**src/design/shfp_pkg.sv**
```systemverilog
`default_nettype none

package shfp_pkg;

  // Configuration register reset values
  localparam logic [7:0] SYNC_RST   = 8'd250;
  localparam logic [7:0] GROUP_RST  = 8'd57;
  localparam logic [4:0] HDR_RST    = 5'd4;
  localparam logic [9:0] BODY_RST   = 10'd128;

  // Header count limits
  localparam logic [4:0] HDR_MIN    = 5'd2;
  localparam logic [4:0] HDR_MAX    = 5'd16;

  // Default largest body length
  localparam int unsigned MAX_BODY_DEF = 512;

  // Field widths
  localparam int unsigned HDR_W  = 5;
  localparam int unsigned BODY_W = 10;
  localparam int unsigned CRC_W  = 16;
  localparam int unsigned CNT_W  = 16;

  // Configuration register indexes
  typedef enum logic [1:0] {
    CFG_SYNC  = 2'd0,
    CFG_GROUP = 2'd1,
    CFG_HDR   = 2'd2,
    CFG_BODY  = 2'd3
  } cfg_idx_t;

  // Settings shared with the parser
  typedef struct packed {
    logic [7:0]       sync_value;
    logic [7:0]       group_value;
    logic [HDR_W-1:0] eff_header;
  } shfp_cfg_t;

  // Parser phase, one-hot
  typedef enum logic [3:0] {
    PH_SYNC   = 4'b0001,
    PH_GROUP  = 4'b0010,
    PH_HEADER = 4'b0100,
    PH_BODY   = 4'b1000
  } phase_t;

  // CRC-16-CCITT, one byte, table-free form
  function automatic logic [15:0] crc_byte(input logic [15:0] crc, input logic [7:0] d);
    logic [15:0] c;
    c = {crc[7:0], crc[15:8]};
    c = c ^ {8'h00, d};
    c = c ^ {12'h000, c[7:4]};
    c = c ^ {c[3:0], 12'h000};
    c = c ^ {3'b000, c[7:0], 5'b00000};
    return c;
  endfunction

endpackage

`default_nettype wire

```
**src/design/shfp_cfg.sv**
```systemverilog
`default_nettype none

module shfp_cfg #(
  parameter int unsigned MAX_BODY = shfp_pkg::MAX_BODY_DEF,
  parameter int unsigned IDX_W    = $clog2(MAX_BODY + 2)
) (
  input  wire logic                  clk,
  input  wire logic                  rst_n,
  input  wire logic                  cfg_valid,
  output logic                       cfg_ready,
  input  wire logic [1:0]            cfg_index,
  input  wire logic [9:0]            cfg_data,
  output shfp_pkg::shfp_cfg_t        cfg_o,
  output logic [IDX_W-1:0]           eff_body_o
);
  import shfp_pkg::*;

  localparam int unsigned CMP_W = (IDX_W > BODY_W) ? IDX_W : BODY_W;

  logic [7:0]        sync_r, sync_nxt;
  logic [7:0]        group_r, group_nxt;
  logic [HDR_W-1:0]  hdr_r, hdr_nxt;
  logic [BODY_W-1:0] body_r, body_nxt;
  logic [HDR_W-1:0]  eff_hdr_r, eff_hdr_nxt;
  logic [IDX_W-1:0]  eff_body_r, eff_body_nxt;
  logic [CMP_W-1:0]  body_ext;
  logic [CMP_W-1:0]  hdr_ext;
  logic [CMP_W-1:0]  body_clamp;

  assign cfg_ready = 1'b1;

  // Register writes
  always_comb begin
    sync_nxt  = sync_r;
    group_nxt = group_r;
    hdr_nxt   = hdr_r;
    body_nxt  = body_r;
    if (cfg_valid) begin
      unique case (cfg_idx_t'(cfg_index))
        CFG_SYNC:  sync_nxt  = cfg_data[7:0];
        CFG_GROUP: group_nxt = cfg_data[7:0];
        CFG_HDR:   hdr_nxt   = cfg_data[HDR_W-1:0];
        CFG_BODY:  body_nxt  = cfg_data;
        default:   sync_nxt  = sync_r;
      endcase
    end
  end

  // Clamp header count and body length
  always_comb begin
    if (hdr_r < HDR_MIN) begin
      eff_hdr_nxt = HDR_MIN;
    end else if (hdr_r > HDR_MAX) begin
      eff_hdr_nxt = HDR_MAX;
    end else begin
      eff_hdr_nxt = hdr_r;
    end
    body_ext = CMP_W'(body_r);
    hdr_ext  = CMP_W'(eff_hdr_nxt);
    if (body_ext < hdr_ext) begin
      body_clamp = hdr_ext;
    end else if (body_ext > CMP_W'(MAX_BODY)) begin
      body_clamp = CMP_W'(MAX_BODY);
    end else begin
      body_clamp = body_ext;
    end
    eff_body_nxt = body_clamp[IDX_W-1:0];
  end

  always_ff @(posedge clk) begin
    if (!rst_n) begin
      sync_r     <= SYNC_RST;
      group_r    <= GROUP_RST;
      hdr_r      <= HDR_RST;
      body_r     <= BODY_RST;
      eff_hdr_r  <= HDR_RST;
      eff_body_r <= IDX_W'(BODY_RST);
    end else begin
      sync_r     <= sync_nxt;
      group_r    <= group_nxt;
      hdr_r      <= hdr_nxt;
      body_r     <= body_nxt;
      eff_hdr_r  <= eff_hdr_nxt;
      eff_body_r <= eff_body_nxt;
    end
  end

  assign cfg_o.sync_value  = sync_r;
  assign cfg_o.group_value = group_r;
  assign cfg_o.eff_header  = eff_hdr_r;
  assign eff_body_o        = eff_body_r;

endmodule

`default_nettype wire

```
**src/design/sync_header_frame_parser_crc16.sv**
```systemverilog
// Datapath: a byte is registered on input and parsed from that register when the
//   output advances; parsing the last CRC byte registers the frame's result on out_*.
// Throughput: one byte per cycle; input stalls only while a result waits.
// Reset (rst_n low, synchronous): parser returns to sync hunt, CRC and counters
//   clear, configuration returns to defaults. Limits are clamped and registered.
`default_nettype none

module sync_header_frame_parser_crc16 #(
  parameter int unsigned MAX_BODY = shfp_pkg::MAX_BODY_DEF
) (
  input  wire logic        clk,
  input  wire logic        rst_n,
  // in_tdata: [7:0] rx_byte
  input  wire logic        in_tvalid,
  output logic             in_tready,
  input  wire logic [7:0]  in_tdata,
  // out_tdata: [15:0] computed_crc, [31:16] received_crc, [47:32] good_frames,
  //            [63:48] header_errors, [79:64] crc_errors
  // out_tuser: [0] frame_ok
  output logic             out_tvalid,
  input  wire logic        out_tready,
  output logic [79:0]      out_tdata,
  output logic [0:0]       out_tuser,
  input  wire logic        cfg_valid,
  output logic             cfg_ready,
  input  wire logic [1:0]  cfg_index,
  input  wire logic [9:0]  cfg_data
);
  import shfp_pkg::*;

  localparam int unsigned IDX_W = $clog2(MAX_BODY + 2);

  shfp_cfg_t         cfg;
  logic [IDX_W-1:0]  eff_body;

  shfp_cfg #(
    .MAX_BODY (MAX_BODY),
    .IDX_W    (IDX_W)
  ) u_cfg (
    .clk        (clk),
    .rst_n      (rst_n),
    .cfg_valid  (cfg_valid),
    .cfg_ready  (cfg_ready),
    .cfg_index  (cfg_index),
    .cfg_data   (cfg_data),
    .cfg_o      (cfg),
    .eff_body_o (eff_body)
  );

  // Pipeline control
  logic       advance;
  logic       s1_valid_r, s1_valid_nxt;
  logic [7:0] s1_byte_r, s1_byte_nxt;
  logic       step;

  assign advance   = !out_tvalid || out_tready;
  assign in_tready = !s1_valid_r || advance;
  assign step      = s1_valid_r && advance;

  always_comb begin
    s1_valid_nxt = s1_valid_r;
    s1_byte_nxt  = s1_byte_r;
    if (in_tready) begin
      s1_valid_nxt = in_tvalid;
      s1_byte_nxt  = in_tdata;
    end
  end

  // Parser state
  phase_t            phase_r, phase_nxt;
  logic [IDX_W-1:0]  idx_r, idx_nxt;
  logic [CRC_W-1:0]  crc_r, crc_nxt;
  logic [CRC_W-1:0]  cap_r, cap_nxt;
  logic [CNT_W-1:0]  good_r, good_nxt;
  logic [CNT_W-1:0]  herr_r, herr_nxt;
  logic [CNT_W-1:0]  cerr_r, cerr_nxt;

  // Result register
  logic              ov_r, ov_nxt;
  logic [79:0]       od_r, od_nxt;
  logic              ook_r, ook_nxt;

  logic [IDX_W-1:0]  idx_inc;
  logic [CRC_W-1:0]  crc_upd;
  logic [CRC_W-1:0]  rec;
  logic              ok;

  assign idx_inc = idx_r + IDX_W'(1);
  assign crc_upd = crc_byte(crc_r, s1_byte_r);
  assign rec     = {cap_r[15:8], s1_byte_r};
  assign ok      = (rec == crc_r);

  // Byte parsing
  always_comb begin
    phase_nxt = phase_r;
    idx_nxt   = idx_r;
    crc_nxt   = crc_r;
    cap_nxt   = cap_r;
    good_nxt  = good_r;
    herr_nxt  = herr_r;
    cerr_nxt  = cerr_r;
    ov_nxt    = ov_r;
    od_nxt    = od_r;
    ook_nxt   = ook_r;
    if (advance) begin
      ov_nxt = 1'b0;
    end
    if (step) begin
      unique case (phase_r)
        PH_SYNC: begin
          idx_nxt = '0;
          if (s1_byte_r == cfg.sync_value) begin
            phase_nxt = PH_GROUP;
          end else begin
            herr_nxt = herr_r + CNT_W'(1);
          end
        end
        PH_GROUP: begin
          if (s1_byte_r == cfg.group_value) begin
            crc_nxt   = crc_byte(16'h0000, s1_byte_r);
            idx_nxt   = IDX_W'(1);
            phase_nxt = PH_HEADER;
          end else begin
            herr_nxt  = herr_r + CNT_W'(1);
            phase_nxt = PH_SYNC;
          end
        end
        PH_HEADER: begin
          crc_nxt = crc_upd;
          idx_nxt = idx_inc;
          if (idx_inc >= IDX_W'(cfg.eff_header)) begin
            phase_nxt = PH_BODY;
          end
        end
        PH_BODY: begin
          if (idx_r < eff_body) begin
            crc_nxt = crc_upd;
            idx_nxt = idx_inc;
          end else if (idx_r == eff_body) begin
            cap_nxt = {s1_byte_r, 8'h00};
            idx_nxt = idx_inc;
          end else begin
            // Low CRC byte: frame complete
            if (ok) begin
              good_nxt = good_r + CNT_W'(1);
            end else begin
              cerr_nxt = cerr_r + CNT_W'(1);
            end
            ov_nxt    = 1'b1;
            ook_nxt   = ok;
            od_nxt    = {cerr_nxt, herr_r, good_nxt, rec, crc_r};
            phase_nxt = PH_SYNC;
            idx_nxt   = '0;
          end
        end
        default: phase_nxt = PH_SYNC;
      endcase
    end
  end

  always_ff @(posedge clk) begin
    if (!rst_n) begin
      s1_valid_r <= 1'b0;
      phase_r    <= PH_SYNC;
      idx_r      <= '0;
      crc_r      <= '0;
      cap_r      <= '0;
      good_r     <= '0;
      herr_r     <= '0;
      cerr_r     <= '0;
      ov_r       <= 1'b0;
    end else begin
      s1_valid_r <= s1_valid_nxt;
      phase_r    <= phase_nxt;
      idx_r      <= idx_nxt;
      crc_r      <= crc_nxt;
      cap_r      <= cap_nxt;
      good_r     <= good_nxt;
      herr_r     <= herr_nxt;
      cerr_r     <= cerr_nxt;
      ov_r       <= ov_nxt;
    end
  end

  // Payload registers
  always_ff @(posedge clk) begin
    s1_byte_r <= s1_byte_nxt;
    od_r      <= od_nxt;
    ook_r     <= ook_nxt;
  end

  assign out_tvalid   = ov_r;
  assign out_tdata    = od_r;
  assign out_tuser[0] = ook_r;

endmodule

`default_nettype wire

```
**config.mk**
```make
export PLATFORM = sky130hd
export DESIGN_NAME = sync_header_frame_parser_crc16
export DESIGN_NICKNAME = d
export VERILOG_FILES = /design/src/design/shfp_pkg.sv /design/src/design/shfp_cfg.sv /design/src/design/sync_header_frame_parser_crc16.sv
export SDC_FILE = /design/constraint.sdc
export NUM_CORES = 1
export LEC_CHECK = 0
export BUFFER_PORTS_ARGS = -buffer_cell sky130_fd_sc_hd__buf_4
export CAP_MARGIN = 30
export CORE_MARGIN = 4
export CORE_UTILIZATION = 35
export DETAILED_ROUTE_END_ITERATION = 8
export PLACE_DENSITY = 0.57
export SLEW_MARGIN = 20
export SYNTH_ARGS = -nofsm -noshare
export SYNTH_HDL_FRONTEND = slang
export SYNTH_SLANG_ARGS = --single-unit
```
**constraint.sdc**
```tcl
create_clock -name clk -period 5.78 [get_ports clk]
set_input_delay 0.289 -clock clk [delete_from_list [all_inputs] [get_ports clk]]
set_output_delay 0.289 -clock clk [all_outputs]
set_load 0.05 [all_outputs]
```
### Word level (Yosys, flattened, before mapping)

Cells that the tools add are included.

| cells by class | value |
|---|---|
| add/sub/neg operators | 4 |
| order comparisons | 6 |
| equal/unequal tests | 19 |
| mux-type cells | 27 |
| bitwise gates (word level) | 10 |
| reductions and logical operators | 21 |

Operators with widths:

| cell | count |
|---|---|
| 16-bit 2-to-1 mux | 6 |
| 16-bit by 1-bit adder with 16-bit output, second input constant | 3 |
| 16-bit one-hot mux with 3 select lines | 1 |
| 10-bit 2-to-1 mux | 4 |
| 10-bit one-hot mux with 4 select lines | 1 |
| 16-bit one-hot mux with 2 select lines | 1 |
| 16-bit by 13-bit bitwise XOR with 16-bit output | 2 |
| 16-bit equality test | 1 |
| 8-bit equality test | 2 |
| 4-bit 2-to-1 mux | 4 |
| 2-bit inequality test, second input constant | 8 |
| 4-bit one-hot mux with 4 select lines | 1 |
| 4-bit AND reduction | 4 |
| 16-bit bitwise XOR | 1 |
| 16-bit by 4-bit bitwise XOR with 16-bit output | 1 |
| 16-bit by 8-bit bitwise XOR with 16-bit output | 1 |
| 8-bit by 16-bit bitwise XOR with 16-bit output | 1 |
| 10-bit by 1-bit adder with 10-bit output, second input constant | 1 |
| 10-bit equality test | 1 |
| 10-bit by 5-bit >= comparator with 1-bit output | 1 |
| 10-bit greater-than comparator, second input constant | 1 |
| 10-bit < comparator | 1 |
| 10-bit by 5-bit < comparator with 1-bit output | 1 |
| 5-bit 2-to-1 mux | 2 |
| 25 further kinds | 37 |

| storage, ports and cells | value |
|---|---|
| bits in registers | 223 |
| input bits | 25 |
| output and inout bits | 84 |
| word-level logic and storage cells | 107 |

### Logic depth before layout (Yosys ltp)

| logic depth | value |
|---|---|
| depth after elaboration | 7 |
| depth in mapped cells | 11 |
| depth with buffers taken out | 10 |

### Hierarchy

Synthesis repeated with hierarchy kept, for this count alone.

| second synthesis, totals | value |
|---|---|
| cells, all modules | 1007 |
| area, all modules | 10318.6 um2 |

Modules (own cells, without submodules):

| module | times used | cells each | area each (um2) | sequential area each (um2) |
|---|---|---|---|---|
| sync_header_frame_parser_crc16 | 1 | 810 | 8534.4 | 4434.3 |
| shfp_cfg | 1 | 197 | 1784.2 | 920.9 |

### Least setup slack after synthesis

OpenSTA, ideal clock, no wires.

| path | value |
|---|---|
| path kind | register to register |
| from | register idx_r[5] |
| to | register good_r[6] |
| arrival time | 4.234 ns |
| required time | 5.706 ns |
| setup slack | 1.473 ns |
| stages on the path, launching flop included | 11 |
| path buffers | 2 |
| period minus slack after synthesis | 4.307 ns |
| cells stage by stage | dfxtp_1 > ha_1 > a21oi_1 > o21ai_0 > a211o_1 > clkbuf_1 > nand2_1 > clkbuf_1 > clkinv_1 > nand4_1 > mux2i_1 |

| between the ends | value |
|---|---|
| word-level cells in the longest chain between the ends | 3 |
| elaborated cells between the ends (all ways) | 5 |
| classes of those cells | order compare: 1; eq/ne: 1; bitwise: 2; reduce/logical: 1 |

Ends and longest elaborated chain:

| what | line | text |
|---|---|---|
| start, declared | sync_header_frame_parser_crc16.sv:71 | `logic [IDX_W-1:0] idx_r, idx_nxt;` |
| start signal, assigned | sync_header_frame_parser_crc16.sv:175 | `idx_r <= idx_nxt;` |
| 10-bit < comparator / 10-bit equality test (equally long branches) | sync_header_frame_parser_crc16.sv:136, sync_header_frame_parser_crc16.sv:139 |  |
| 1-bit NOT (no line) | - |  |
| 4-bit AND reduction (no line) (*) | - |  |
| end signal, assigned | sync_header_frame_parser_crc16.sv:178 | `good_r <= good_nxt;` |
| end, declared | sync_header_frame_parser_crc16.sv:74 | `logic [CNT_W-1:0] good_r, good_nxt;` |

Mark *: on every way between the ends. The rest lies on a longest branch, timed or not.
A chain may end at the register's enable or synchronous reset.

### Final worst setup path

| path | value |
|---|---|
| from | register idx_r[7] |
| to | register od_r[23], in the netlist out_tdata[23], enable pin |

| between the ends | value |
|---|---|
| word-level cells in the longest chain between the ends | 3 |
| elaborated cells between the ends (all ways) | 5 |
| classes of those cells | order compare: 1; eq/ne: 1; bitwise: 2; reduce/logical: 1 |

Ends and longest elaborated chain:

| what | line | text |
|---|---|---|
| 10-bit < comparator / 10-bit equality test (equally long branches) | sync_header_frame_parser_crc16.sv:136, sync_header_frame_parser_crc16.sv:139 |  |
| 1-bit NOT (no line) | - |  |
| 4-bit AND reduction (no line) (*) | - |  |
| end signal, assigned | sync_header_frame_parser_crc16.sv:188 | `od_r <= od_nxt;` |
| end, declared | sync_header_frame_parser_crc16.sv:80 | `logic [79:0] od_r, od_nxt;` |

Marked as above.

==> impl_metrics.ini <==
[status]
outcome = finished clean

[clock_tree]
htreeDepth = 1
clockBufferDepth = 3
worstSkewPairLatency_ps = 520
cts_tree = yes
numCtsBuffers = 25
clkTransAtPathRegs_ps = 60
cts.sinks = 223
cts-root-buf = clkbuf_16
post-cts-setup-buffer-count = 0

[grt]
grtUsageTotal_pct = 14.2
overflow = 0
antenna_found_initial = 0
grt_max_degree = 71
grt_pass1_vias = 6805
grt_pass1_wl_um = 36900

[route]
vias_per_cell = 4.93
ant_nets = 0
dr.first_iter.drc_count = 504
num_vias = 7374
routed_wl_um = 22700
route.detailed.drc = 0
wl_per_cell_um = 15.2
drt-pass1-iter-count = 6

[place]
dpl.hpwl_um = 15300
port_buffers = 107
post-place-cells = 1438
place_congestion = 0.769

[floorplanning]
start_util_pct = 35.4
dieArea_um2 = 31800
die-height_um = 178
num_io_pins = 109
die_w_um = 178
fp.coreArea_um2 = 28700
rows = 62

[synthesis]
synthTopCellsByArea = dfxtp_1 (26%), edfxtp_1 (26%), xor2_1 (5.0%)
async_flop_share_pct = 0
yosys.cell_types.count = 62
synth.top_cell.area_share_pct = 26.4
syn_inst = 1001
yosysMostFrequentCell = dfxtp_1
synth.largest_area_cell = dfxtp_1
synth_edf_count = 89
ys_seq_area_share_pct = 52.7
synth_flop_cell = dfxtp_1
avgSynthCellArea_um2 = 10.2
synth-seq-cells = 223
syn_area_um2 = 10200
syn-num-nets = 1049
yosys-top-cells-count = dfxtp_1 (134), nand2_1 (126), edfxtp_1 (89), a21oi_1 (59), xor2_1 (58)
synth_warnings = 0

[sta]
rsz0062_at_grt = false
clock_skew_ps = 13.6
drv_slew = 0
period_share_pct = 63.7
fmax_mhz = 272
fin_tns_setup_ps = 0
setup_viol = 0
worst_pin_slew_ps = 931
min_period_ps = 3680
finalHoldViolCount = 0
relSlewSlack_pct = 37.4

[critical_path]
cp.arrival_ps = 3850
crit_type = flop to flop
start_kind = flop
critPathRequiredTime_ps = 5950
crit_path_end_kind = flop
reg2regPathDepth = 9
crit_fanout = 34

[worst_hold_path]
min_path_type = input port to flop
whs_path_depth = 3

[power]
p_per_area_nw_per_um2 = 275
p_leak_nw = 4.68
ir_drop_uv = 179

[cells_and_area]
syn2layout_area_growth_pct = 19.5
diodes = 0
fill_cells = 2812
num-nets-final = 1142
stdcell_count = 1497
final_util_pct = 42.3
drive_above_1_share_pct = 15.2

[job]
max-cap-violations = 0
==> power by group <==
part	internal, mW	leakage (nW)	switching [mW]
clock	0.936	0.394	0.617
sequential	1.64	1.99	0.0197
combinational	0.0534	2.29	0.0716
==> per-layer routing <==
| layer | global-route usage, % | part of all wire (%) | routed length (um) | up-vias |
|---|---|---|---|---|
| met1 | 20.8 | 49 | 11100 | 3432 |
| met4 | 3.65 | 2.2 | 499 | 0 |
| met5 | 0 | 0 | 0 | - |
| met3 | 2.65 | 5.7 | 1300 | 36 |
| li1 | - | - | - | 3743 |
| met2 | 21.8 | 43 | 9810 | 163 |
==> cell families (layout without fill, tap and decap cells) <==
family	Yosys count	count (layout)	share of synthesized area [%]
simple gates	361	361	18.2
flops	223	223	52.7
buf+inv	92	204	4.01
xor+xnor	114	114	9.82
fa+ha+maj	23	23	2.83
mux	33	33	3.29
compound gates	154	154	9.16
other cells	1	1	0.0369
==> through the flow <==
| stage | cell area, um^2 | setup slack (ps) | power [mW] | hold WS [ps] |
|---|---|---|---|---|
| final | 12200 | 2100 | 3.34 | 20.0 |
| after global routing | 12200 | 1720 | 3.47 | 20.2 |
| after CTS | 12100 | 1640 | 3.39 | 4.74 |
| after detailed placement | 11200 | 1660 | 1.81 | 447 |
| after global placement | 11200 | 1740 | 1.81 | 431 |
| after floorplan | 10200 | 1470 | 1.78 | 388 |
==> area by class of cell <==
class                   count  area [um^2]  share of cell area (%)
repair buffers            125          971                    7.99
multi-input cells         686         4410                    36.3
clock inverters            10          103                   0.844
clock buffers              36          707                    5.82
inverters                  33          125                    1.03
flip-flops and latches    223         5360                    44.1
well taps                 384          480                    3.95
==> final timing paths <==
path / to / slack, ps / from
max reg2reg: out_tdata[23] / 2100 / idx_r[7]
min reg2reg: out_tdata[63] / 470 / herr_r[15]
max: out_tdata[23] / 2100 / idx_r[7]
min: u_cfg.sync_r[5] / 20 / cfg_data[5]
==> timing repair <==
| item | in CTS | in global routing |
|---|---|---|
| hold buffers | 11 | 0 |
| resized for setup | 0 | 0 |
| endpoints found under the hold margin | 11 | 0 |
| endpoints found under the setup margin | 0 | 0 |
==> critical path, stage by stage (launching register included) <==
cell and delay (ps):
dfxtp_1 510, ha_1 320, nand4_1 130, nor3_1 120, nor3_2 350, nand2_1 370
buf_8 280, clkinv_2 300, buf_4 440, buf_4 470
==> flip-flops by register name, indices dropped and copies added, names as in the netlist, 10 cells and up <==
| signal | count |
|---|---|
| u_cfg.body_ext | 10 |
| good_r | 16 |
| out_tdata | 80 |
| u_cfg.eff_body_o | 10 |
| crc_r | 16 |
| cerr_r | 16 |
| idx_r | 10 |
| herr_r | 16 |
==> cell usage in the layout (no fill, tap or decap), types with 21 or more instances in the layout <==
cell type and instances:
a21oi_1 58, buf_4 112, clkbuf_16 25, dfxtp_1 134
edfxtp_1 89, ha_1 23, inv_1 31, mux2i_1 30
nand2_1 126, nand3_1 47, nand4_1 23, nor2_1 52
o21ai_0 35, or4_1 21, xnor2_1 56, xor2_1 58
No activity file was read; power rests on OpenSTA's default activity.
